$ cat src/hdl/dssq_pkg.sv
`default_nettype none

package dssq_pkg;

    // Queue geometry
    localparam int QUEUE_DEPTH = 16;
    localparam int MAX_RESULTS = 16;
    localparam int CNT_W       = $clog2(QUEUE_DEPTH + 1);
    localparam int RES_W       = $clog2(MAX_RESULTS + 1);

    // Field widths
    localparam int TASK_W   = 15;
    localparam int SEC_W    = 32;
    localparam int SUB_W    = 20;
    localparam int STATUS_W = 3;
    localparam int S_DATA_W = 72;
    localparam int M_DATA_W = 24;

    // Command carried on s_tuser
    typedef enum logic [1:0] {
        MODE_INSERT = 2'd0,
        MODE_TICK   = 2'd1,
        MODE_CANCEL = 2'd2
    } mode_t;

    // Result status codes
    typedef logic [STATUS_W-1:0] status_t;
    localparam status_t ST_INSERTED  = 3'd0;
    localparam status_t ST_FULL      = 3'd1;
    localparam status_t ST_NOT_FOUND = 3'd2;
    localparam status_t ST_EXPIRED   = 3'd3;
    localparam status_t ST_IDLE      = 3'd4;

    // One queued wait
    typedef struct packed {
        logic [SEC_W-1:0]  sec;
        logic [SUB_W-1:0]  sub;
        logic [TASK_W-1:0] task_id;
        logic              file_wait;
    } entry_t;

    // Operation broadcast to the row of cells
    typedef enum logic [1:0] {
        CELL_HOLD,
        CELL_INSERT,
        CELL_POP,
        CELL_CANCEL
    } cell_op_t;

    typedef struct packed {
        cell_op_t op;
        entry_t   key;
    } cell_ctrl_t;

    // Sequencer states
    typedef enum logic [1:0] {
        FSM_IDLE,
        FSM_INSERT,
        FSM_TICK,
        FSM_CANCEL
    } fsm_t;

endpackage

`default_nettype wire

$ cat src/hdl/dssq_cell.sv
`default_nettype none

module dssq_cell (
    input  wire                  aclk,
    input  dssq_pkg::cell_ctrl_t ctrl,
    input  wire                  occupied,
    input  dssq_pkg::entry_t     left_entry,
    input  wire                  left_ge,
    input  dssq_pkg::entry_t     right_entry,
    input  wire                  found_in,
    output dssq_pkg::entry_t     entry,
    output logic                 ge,
    output logic                 due,
    output logic                 found_out
);

    dssq_pkg::entry_t entry_reg;
    dssq_pkg::entry_t entry_next;
    logic             later;
    logic             match;

    // Compare own deadline against the broadcast key
    always_comb begin
        later = (entry_reg.sec > ctrl.key.sec) ||
                ((entry_reg.sec == ctrl.key.sec) && (entry_reg.sub > ctrl.key.sub));
        match = occupied && (entry_reg.task_id == ctrl.key.task_id);
    end

    // Empty cells sit past the insertion point
    assign ge        = !occupied || later;
    assign due       = !later;
    assign found_out = found_in || match;
    assign entry     = entry_reg;

    // Choose own, left neighbor's, right neighbor's or the new entry
    always_comb begin
        entry_next = entry_reg;
        unique case (ctrl.op)
            dssq_pkg::CELL_INSERT: begin
                if (left_ge) begin
                    entry_next = left_entry;
                end else if (ge) begin
                    entry_next = ctrl.key;
                end
            end
            dssq_pkg::CELL_POP: begin
                entry_next = right_entry;
            end
            dssq_pkg::CELL_CANCEL: begin
                if (found_out) begin
                    entry_next = right_entry;
                end
            end
            default: begin
                entry_next = entry_reg;
            end
        endcase
    end

    always_ff @(posedge aclk) begin
        entry_reg <= entry_next;
    end

endmodule

`default_nettype wire

$ cat src/hdl/deadline_sorted_sleep_queue_top.sv
`default_nettype none

// Deadline-sorted sleep queue: a row of QUEUE_DEPTH cells holds timed waits
// ordered by deadline (seconds, then subseconds as a plain 20-bit number),
// head in cell 0. s_tuser selects insert, tick or cancel; mode 3 is dropped
// without a result. An insert or a cancel is accepted, then updates the row
// at most once and gives one word. A tick pops k entries (k at most
// MAX_RESULTS) and gives one word per pop; the row shifts by one cell a cycle
// unless the output stalls, and a tick with nothing due gives one word.
// m_tlast marks the final word of each command. A new word is accepted
// once the previous command has handed its last word to the output register.
module deadline_sorted_sleep_queue_top (
    input  wire                            aclk,
    input  wire                            aresetn,
    input  wire                            s_tvalid,
    output logic                           s_tready,
    // task_id[14:0], time_sec[46:15], time_sub[66:47], wait_kind[67], zero fill
    input  wire  [dssq_pkg::S_DATA_W-1:0]  s_tdata,
    // mode[1:0]
    input  wire  [1:0]                     s_tuser,
    output logic                           m_tvalid,
    input  wire                            m_tready,
    // status[2:0], woken_task[17:3], was_file_wait[18], zero fill
    output logic [dssq_pkg::M_DATA_W-1:0]  m_tdata,
    output logic                           m_tlast
);

    localparam int N = dssq_pkg::QUEUE_DEPTH;

    dssq_pkg::fsm_t                    state_reg, state_next;
    dssq_pkg::entry_t                  cmd_reg, cmd_next;
    logic [dssq_pkg::CNT_W-1:0]        count_reg, count_next;
    logic [dssq_pkg::RES_W-1:0]        n_reg, n_next;
    logic                              m_tvalid_reg, m_tvalid_next;
    dssq_pkg::status_t                 status_reg, status_next;
    logic [dssq_pkg::TASK_W-1:0]       woken_reg, woken_next;
    logic                              fw_reg, fw_next;
    logic                              last_reg, last_next;

    dssq_pkg::cell_ctrl_t              cell_ctrl;
    dssq_pkg::entry_t                  cell_entry [N];
    logic [N-1:0]                      cell_ge;
    logic [N-1:0]                      cell_due;
    logic [N-1:0]                      cell_found;
    logic [N-1:0]                      cell_occ;

    dssq_pkg::mode_t                   in_mode;
    dssq_pkg::entry_t                  in_entry;
    logic                              out_free;
    logic                              tick_pop;
    logic                              tick_last_pop;
    logic                              tick_done;
    logic                              full;
    logic                              found;

    // Unpack the input word
    assign in_mode            = dssq_pkg::mode_t'(s_tuser);
    assign in_entry.task_id   = s_tdata[14:0];
    assign in_entry.sec       = s_tdata[46:15];
    assign in_entry.sub       = s_tdata[66:47];
    assign in_entry.file_wait = s_tdata[67];

    assign s_tready = (state_reg == dssq_pkg::FSM_IDLE);
    assign out_free = !m_tvalid_reg || m_tready;

    // Row of cells, neighbors wired left and right
    genvar i;
    generate
        for (i = 0; i < N; i++) begin : g_cell
            dssq_pkg::entry_t left_e;
            dssq_pkg::entry_t right_e;
            logic             left_g;
            logic             found_i;

            assign cell_occ[i] = (count_reg > dssq_pkg::CNT_W'(i));

            if (i == 0) begin : g_head
                assign left_e  = cmd_reg;
                assign left_g  = 1'b0;
                assign found_i = 1'b0;
            end else begin : g_body
                assign left_e  = cell_entry[i-1];
                assign left_g  = cell_ge[i-1];
                assign found_i = cell_found[i-1];
            end

            if (i == N - 1) begin : g_tail
                assign right_e = cell_entry[i];
            end else begin : g_inner
                assign right_e = cell_entry[i+1];
            end

            dssq_cell u_cell (
                .aclk        (aclk),
                .ctrl        (cell_ctrl),
                .occupied    (cell_occ[i]),
                .left_entry  (left_e),
                .left_ge     (left_g),
                .right_entry (right_e),
                .found_in    (found_i),
                .entry       (cell_entry[i]),
                .ge          (cell_ge[i]),
                .due         (cell_due[i]),
                .found_out   (cell_found[i])
            );
        end
    endgenerate

    // Full and found flags, and head status for the tick drain
    assign full          = (count_reg == dssq_pkg::CNT_W'(N));
    assign found         = cell_found[N-1];
    assign tick_pop      = (count_reg != '0) && cell_due[0] &&
                           (n_reg != dssq_pkg::RES_W'(dssq_pkg::MAX_RESULTS));
    assign tick_last_pop = !((count_reg > dssq_pkg::CNT_W'(1)) && cell_due[1] &&
                             (n_reg != dssq_pkg::RES_W'(dssq_pkg::MAX_RESULTS - 1)));
    assign tick_done     = !tick_pop || tick_last_pop;

    // Next state
    always_comb begin
        state_next = state_reg;
        unique case (state_reg)
            dssq_pkg::FSM_IDLE: begin
                if (s_tvalid) begin
                    unique case (in_mode)
                        dssq_pkg::MODE_INSERT: state_next = dssq_pkg::FSM_INSERT;
                        dssq_pkg::MODE_TICK:   state_next = dssq_pkg::FSM_TICK;
                        dssq_pkg::MODE_CANCEL: state_next = dssq_pkg::FSM_CANCEL;
                        default:               state_next = dssq_pkg::FSM_IDLE;
                    endcase
                end
            end
            dssq_pkg::FSM_INSERT,
            dssq_pkg::FSM_CANCEL: begin
                if (out_free) begin
                    state_next = dssq_pkg::FSM_IDLE;
                end
            end
            dssq_pkg::FSM_TICK: begin
                if (out_free && tick_done) begin
                    state_next = dssq_pkg::FSM_IDLE;
                end
            end
            default: begin
                state_next = dssq_pkg::FSM_IDLE;
            end
        endcase
    end

    // Row operation, count and result word
    always_comb begin
        cmd_next       = cmd_reg;
        count_next     = count_reg;
        n_next         = n_reg;
        cell_ctrl.op   = dssq_pkg::CELL_HOLD;
        cell_ctrl.key  = cmd_reg;
        m_tvalid_next  = m_tvalid_reg && !m_tready;
        status_next    = status_reg;
        woken_next     = woken_reg;
        fw_next        = fw_reg;
        last_next      = last_reg;

        unique case (state_reg)
            dssq_pkg::FSM_IDLE: begin
                if (s_tvalid) begin
                    cmd_next = in_entry;
                    n_next   = '0;
                end
            end
            dssq_pkg::FSM_INSERT: begin
                if (out_free) begin
                    m_tvalid_next = 1'b1;
                    woken_next    = '0;
                    fw_next       = 1'b0;
                    last_next     = 1'b1;
                    if (full) begin
                        status_next = dssq_pkg::ST_FULL;
                    end else begin
                        cell_ctrl.op = dssq_pkg::CELL_INSERT;
                        count_next   = count_reg + dssq_pkg::CNT_W'(1);
                        status_next  = dssq_pkg::ST_INSERTED;
                    end
                end
            end
            dssq_pkg::FSM_CANCEL: begin
                if (out_free) begin
                    m_tvalid_next = 1'b1;
                    fw_next       = 1'b0;
                    last_next     = 1'b1;
                    if (found) begin
                        cell_ctrl.op = dssq_pkg::CELL_CANCEL;
                        count_next   = count_reg - dssq_pkg::CNT_W'(1);
                        status_next  = dssq_pkg::ST_IDLE;
                        woken_next   = cmd_reg.task_id;
                    end else begin
                        status_next = dssq_pkg::ST_NOT_FOUND;
                        woken_next  = '0;
                    end
                end
            end
            dssq_pkg::FSM_TICK: begin
                if (out_free) begin
                    m_tvalid_next = 1'b1;
                    if (tick_pop) begin
                        cell_ctrl.op = dssq_pkg::CELL_POP;
                        count_next   = count_reg - dssq_pkg::CNT_W'(1);
                        n_next       = n_reg + dssq_pkg::RES_W'(1);
                        status_next  = dssq_pkg::ST_EXPIRED;
                        woken_next   = cell_entry[0].task_id;
                        fw_next      = cell_entry[0].file_wait;
                        last_next    = tick_last_pop;
                    end else begin
                        status_next = dssq_pkg::ST_IDLE;
                        woken_next  = '0;
                        fw_next     = 1'b0;
                        last_next   = 1'b1;
                    end
                end
            end
            default: begin
                cell_ctrl.op = dssq_pkg::CELL_HOLD;
            end
        endcase
    end

    // Control state
    always_ff @(posedge aclk) begin
        if (!aresetn) begin
            state_reg    <= dssq_pkg::FSM_IDLE;
            count_reg    <= '0;
            n_reg        <= '0;
            m_tvalid_reg <= 1'b0;
        end else begin
            state_reg    <= state_next;
            count_reg    <= count_next;
            n_reg        <= n_next;
            m_tvalid_reg <= m_tvalid_next;
        end
    end

    // Payload
    always_ff @(posedge aclk) begin
        cmd_reg    <= cmd_next;
        status_reg <= status_next;
        woken_reg  <= woken_next;
        fw_reg     <= fw_next;
        last_reg   <= last_next;
    end

    // Pack the output word
    assign m_tvalid = m_tvalid_reg;
    assign m_tdata  = {5'd0, fw_reg, woken_reg, status_reg};
    assign m_tlast  = last_reg;

endmodule

`default_nettype wire

$ cat config.mk
export PLATFORM = sky130hd
export DESIGN_NAME = deadline_sorted_sleep_queue_top
export DESIGN_NICKNAME = d
export VERILOG_FILES = /design/src/hdl/dssq_pkg.sv /design/src/hdl/dssq_cell.sv /design/src/hdl/deadline_sorted_sleep_queue_top.sv
export SDC_FILE = /design/constraint.sdc
export NUM_CORES = 2
export LEC_CHECK = 0
export BUFFER_PORTS_ARGS = -buffer_cell sky130_fd_sc_hd__clkbuf_2
export CAP_MARGIN = 10
export CORE_AREA = 3 3 400 402
export CTS_CLUSTER_SIZE = 25
export DETAILED_ROUTE_END_ITERATION = 7
export DIE_AREA = 0 0 403 405
export PLACE_DENSITY = 0.75
export REMOVE_ABC_BUFFERS = 1
export SLEW_MARGIN = 20
export SYNTH_ARGS = -nofsm -noshare
export SYNTH_HDL_FRONTEND = slang
export SYNTH_SLANG_ARGS = --single-unit
$ cat constraint.sdc
create_clock -name aclk -period 19 [get_ports aclk]
set_input_delay 1.9 -clock aclk [delete_from_list [all_inputs] [get_ports aclk]]
set_output_delay 1.9 -clock aclk [all_outputs]
set_load 0.01 [all_outputs]
; Yosys cells after proc, flatten, opt, wreduce, memory -nomap -nowiden
; Cells that the tools add are included.
[totals]
register_bits = 1189
out_inout_bits = 27
inputBits = 78
[op_classes]
n_reduce_logical = 141
magnitude_cmp = 48
n_eq_ne = 82
mux = 107
n_addsub = 3
[ops]
columns = cell, n
row1 = $mux 68, 46
row2 = $pmux 68 s3, 15
row3 = $eq 32x32->1, 16
row4 = $gt 32x32->1, 16
row5 = $gt 20x20->1, 16
row6 = $eq 15x15->1, 16
row7 = $mux 15, 5
row8 = $reduce_and 3->1, 17
row9 = $logic_or 1x1->1, 49
row10 = $mux 5, 9
row11 = $pmux 15 s3, 1
row12 = $gt 5x4->1 const B, 8
row13 = $logic_and 1x1->1, 38
row14 = $ne 3x1->1 const B, 12
row15 = $ne 2x1->1 const B, 17
row16 = $logic_not 1->1, 22
row17 = $gt 5x3->1 const B, 4
row18 = $pmux 2 s3, 3
row19 = $ne 2x2->1 const B, 8
row20 = $mux 3, 5
row21 = $pmux 5 s3, 1
row22 = $mux 2, 7
row23 = $mux 1, 11
row24 = $add 5x1->5 const B, 2
row25 = other kinds (21), 37

; Longest topological paths before layout
[depth]
ltp_word = 23
mapped_depth = 15
mapped_depth_nobuf = 11

; Modules after synthesis
; Synthesis repeated with hierarchy kept, for this count alone.
[unflattened]
hier_cells = 8535
hier_area_um2 = 83991.8
[modules_own_cells]
columns = module, cells_per_inst, instances, seq_area_each_um2, area_per_inst_um2
row1 = dssq_cell (g_cell[0].u_cell ...), 517, 15, 2042.0, 5003.5
row2 = dssq_cell (g_cell[14].u_cell), 514, 1, 2042.0, 4976.0
row3 = deadline_sorted_sleep_queue_top, 266, 1, 2902.8, 3962.6

; Least setup slack after synthesis
; OpenSTA, ideal clock, no wires.
[synth_timing]
path_type = register to register
start = register cmd_reg (netlist bit cell_ctrl[34])
end = register g_cell[1].u_cell.entry_reg (netlist bit g_cell[1].u_cell.entry[0]), enable pin
required_ns = 18.383
arrival_time_ns = 8.306
n_path_buf = 3
period_less_slack_ns = 8.923
slack_ns = 10.077
setup_time_ns = 0.617
path_stages_with_launch = 14
cell_sequence = edfxtp_1 clkbuf_1 inv_1 ha_1 nand4_1 nor4_1 a21bo_2 o2111ai_1 a21oi_1 nor2_1 clkbuf_1 buf_1 nor3_1 a311oi_1
[synth_between]
elab_chain_len = 12
elab_cells_between_ends = 21
[synth_rtl]
columns = item, line
row1 = from (decl), deadline_sorted_sleep_queue_top.sv:31  ; dssq_pkg::entry_t cmd_reg, cmd_next;
row2 = from (signal assigned), deadline_sorted_sleep_queue_top.sv:242  ; cmd_reg <= cmd_next;
row3 = $gt 20x20->1, dssq_cell.sv:25  ; ((entry_reg.sec == ctrl.key.sec) && (entry_reg.sub > ctrl.key.sub));
row4 = $logic_and 1x1->1, dssq_cell.sv:25
row5 = $logic_or 1x1->1, dssq_cell.sv:24  ; later = (entry_reg.sec > ctrl.key.sec) ||
row6 = $logic_not 1->1, dssq_cell.sv:31  ; assign due = !later;
row7 = $logic_and 1x1->1 (2 in series), deadline_sorted_sleep_queue_top.sv:112  ; assign tick_pop = (count_reg != '0) && cell_due[0] &&
row8 = $mux 2, deadline_sorted_sleep_queue_top.sv:203  ; if (tick_pop) begin
row9 = $mux 2, deadline_sorted_sleep_queue_top.sv:201  ; if (out_free) begin
row10 = $pmux 2 s3, deadline_sorted_sleep_queue_top.sv:162  ; unique case (state_reg)
row11 = "$eq 2x1->1, or another cell as far along", dssq_cell.sv:38  ; unique case (ctrl.op)
row12 = "$ne 3x1->1 (no source line), or another cell as far along", -
row13 = $reduce_and 3->1 (no source line) (*), -
row14 = to (signal assigned), dssq_cell.sv:61  ; entry_reg <= entry_next;
row15 = to (decl), dssq_cell.sv:17  ; dssq_pkg::entry_t entry_reg;
; Every way passes the cells marked *; elsewhere a longest branch is shown, timed or not.
; A chain may end at the register's enable or synchronous reset.

==> results.yml <==
logic_synthesis:
  synth_edf_count: 1176
  ys_dominant_reg_cell: "edfxtp_1"
  ys_ff_latch: 1189
  netlist_instances: 6508
  avgSynthCellArea_um2: 13.3
  synth_warnings: 0
  synth_area_um2: 86200
  seq_area_frac_synth_pct: 41.3
  ys_async_sr_fraction_pct: 0
  ys_types: 88
clocking:
  hold_buffers: 0
  ctsLongestPathBuffers: 3
  cts_tree: "built"
  clk_latency_ns: 0.79
  cts_resized: 0
  cts.clk_slew.worst_paths_ns: 0.06
  cts.root.buffer_cell: "clkbuf_16"
  clock-sinks: 1189
  cts_setup_buffers: 0
  htree_num_levels: 4
  cts-buffers-inserted: 142
worst_setup_path:
  critical_path.max_stage_delay_ns: 1.00
  path_max_fanout: 136
  crit_arrival_ns: 9.69
  ff2ff_path_depth: 17
  path_class: "reg2reg"
  critPathRequiredTime_ns: 19.52
  r2r-start: "cell_ctrl[35]"
  cp-end-kind: "register"
  r2r_end: "g_cell[2].u_cell.entry[58]"
  rrSetupSlack_ns: 9.83
  cp_common_cell: "buf_4"
  cp_top_family: "buffers and inverters"
  cp_num_buf_inv: 7
  crit_slowest_cell: "buf_4"
  crit_chain: "inv_1 > ha_1 > nand4_1 > nor4_1 > buf_4 > a21bo_2 > o2111ai_1 > a21oi_1 > nor2_4 > buf_4 > nor3b_2 > o211ai_4 > buf_12 > buf_4 > buf_4 > buf_12 > mux2_2"
  startpoint_type: "register"
cells_and_area:
  regArea_um2: 35600
  drive_gt1_share_pct: 35.5
  fillers: 12100
  final_cell_mix: "1176 x edfxtp_1, 1159 x mux2_2, 843 x ha_1, 700 x mux2_4, 204 x a21oi_1"
  syn_to_final_growth_pct: 7.72
  largest_register_ffs: 1088
  post-route-util_pct: 59.4
  layout_commonest_cell: "edfxtp_1"
  multi_input_area_um2: 48400
  fin_nets: 7436
grt:
  antenna_found_initial: 9
  grt.busiest_layer: "met2"
  globalRouteMet3Util_pct: 6.15
  grt_pass1_wl_um: 365000
  grt-ovfl-total: 0
  grt_max_degree: 144
  grt_pass1_vias: 57600
  grt_use_met2_pct: 47.4
  met1_usage_pct: 38.9
  grt_usage_pct: 29.3
worst_hold_path:
  holdCritPathClass: "reg2reg"
  hold_path_depth: 2
  whs_endpoint: "n_reg[4]"
  hp-start: "n_reg[4]"
die:
  die_w_um: 403
  dieArea_um2: 163000
  fp.dieH_um: 405
  io_pins: 105
  core_um2: 156000
  rows: 145
  initial_core_util_pct: 55.1
pwr:
  ir_worst_vdd_mv: 0.117
  cellLeakagePower_nw: 38.2
  power_density_nw_per_um2: 124
routing:
  post_drt_wl_per_cell_um: 28.3
  num_vias: 56800
  finalWirelength_um: 246000
  viasPerCell: 6.54
  first_pass_iters: 8
  ant_nets: 0
  drc: 0
  drt_iter0_drc: 5579
timing:
  min_period_ns: 9.17
  tightestPinTransition_ns: 1.33
  max_freq_ghz: 0.109
  timing_hold_violations_final: 0
  timing.slew.headroom_pct: 10.8
  min_period_over_period_pct: 48.3
  final-max-slew-violation-count: 0
  setup-violations-final: 0
  rsz0062_at_grt: "no"
  clock-skew-final_ns: 0.0368
  finalSetupTns_ns: 0
run_status:
  status: "finished clean"
placed_design:
  port_buffers: 95
  gp_congestion: 0.934
  dp_hpwl_um: 174000
run:
  drv_cap: 0
## cell type report
| class | count | area share [%] |
|---|---|---|
| Timing Repair Buffer | 235 | 1.70 |
| Inverter | 116 | 0.471 |
| Clock inverter | 73 | 0.652 |
| Multi-Input combinational cell | 4831 | 52.1 |
| Clock buffer | 176 | 4.03 |
| Antenna cell | 6 | 0.0162 |
| Tap cell | 2058 | 2.77 |
| Sequential cell | 1189 | 38.3 |
## through the flow
stage	power (W)	worst slack, ns	std cells	instance area, um2	hold slack (ns)
global placement	0.00861	10.29	8428	88500	0.465
finish	0.0115	9.83	8684	92900	0.519
detailed placement	0.00880	10.13	8429	88500	0.506
global route	0.0120	9.46	8678	92900	0.562
CTS	0.0114	10.09	8678	92900	0.514
floorplan	0.00840	-52.74	6136	84000	0.454
## worst register-to-register path, cell delays in order, from the launching register on
cell	delay [ns]
edfxtp_1	0.70
inv_1	0.58
ha_1	0.50
nand4_1	0.19
nor4_1	0.35
buf_4	0.24
a21bo_2	0.32
o2111ai_1	0.42
a21oi_1	0.29
nor2_4	0.13
buf_4	0.69
nor3b_2	0.18
o211ai_4	0.28
buf_12	0.67
buf_4	0.91
buf_4	1.02
buf_12	0.65
mux2_2	0.82
## synth_stat cells, types with 8 or more instances
master / instances / share of area, %
a21oi_1: 207 / 1.2
or3_1: 9 / 0.065
clkbuf_1: 180 / 0.78
o21ai_0: 183 / 1.1
mux2_4: 700 / 12
xnor2_1: 121 / 1.2
buf_6: 92 / 1.2
buf_1: 8 / 0.035
o22ai_1: 8 / 0.058
o211ai_1: 25 / 0.22
dfxtp_1: 13 / 0.30
nand2_1: 165 / 0.72
buf_4: 12 / 0.10
a21o_1: 167 / 1.5
and2_1: 8 / 0.058
and4_1: 16 / 0.16
o31ai_1: 13 / 0.11
buf_2: 83 / 0.48
o21bai_1: 12 / 0.10
mux2i_1: 61 / 0.71
a2111oi_0: 11 / 0.11
mux2_2: 1159 / 15
a221o_1: 69 / 0.80
and3_1: 18 / 0.13
nor4_1: 58 / 0.42
inv_1: 116 / 0.50
edfxtp_1: 1176 / 41
o21a_1: 48 / 0.42
nor2_1: 135 / 0.59
o221ai_1: 8 / 0.081
a22o_1: 16 / 0.16
nand4_1: 194 / 1.4
a211oi_1: 33 / 0.29
nand3_1: 65 / 0.38
nand2b_1: 21 / 0.15
mux2_1: 10 / 0.13
ha_1: 843 / 12
nor2b_1: 123 / 0.89
a211o_1: 15 / 0.15
nor3_1: 66 / 0.38
xor2_1: 122 / 1.2
## metal layers
layer / wire length (um) / up-vias
met1: 102000 / 28600
met3: 21100 / 465
li1: - / 25400
met4: 8980 / 2
met5: 13 / -
met2: 114000 / 2336
## cell families (layout without fill, tap and decap cells)
kind of cell	count (synthesis)	count (layout)	synth area share, %
flip-flops	1189	1189	41.3
buffers and inverters	492	600	3.13
other	1	11	0.00435
XOR/XNOR	243	243	2.47
AND/OR/NAND/NOR	919	919	5.76
AO/OA/AOI/OAI	891	891	6.99
multiplexers	1930	1930	28.2
adder cells (fa/ha/maj)	843	843	12.2
## how the worst max path moves through the flow
stage / start / to / slack [ns] / cells past startpoint
2_1_floorplan: cell_ctrl[34] / g_cell[12].u_cell.entry[0] / -52.74 / 11
3_3_place_gp: cell_ctrl[35] / g_cell[2].u_cell.entry[59] / 10.29 / 17
3_5_place_dp: cell_ctrl[35] / g_cell[1].u_cell.entry[56] / 10.13 / 17
4_1_cts: cell_ctrl[35] / g_cell[2].u_cell.entry[58] / 10.09 / 17
5_1_grt: cell_ctrl[35] / g_cell[1].u_cell.entry[58] / 9.46 / 17
6_report: cell_ctrl[35] / g_cell[2].u_cell.entry[58] / 9.83 / 17
## report_power, final
part	total, W	internal (W)	leakage [nW]	switching, W
combinational	0.00459	0.00222	25.2	0.00236
clock	0.00263	0.00148	2.12	0.00115
sequential	0.00428	0.00378	10.9	0.000501
total	0.0115	0.00748	38.2	0.00401
No activity file was read; power rests on OpenSTA's default activity.
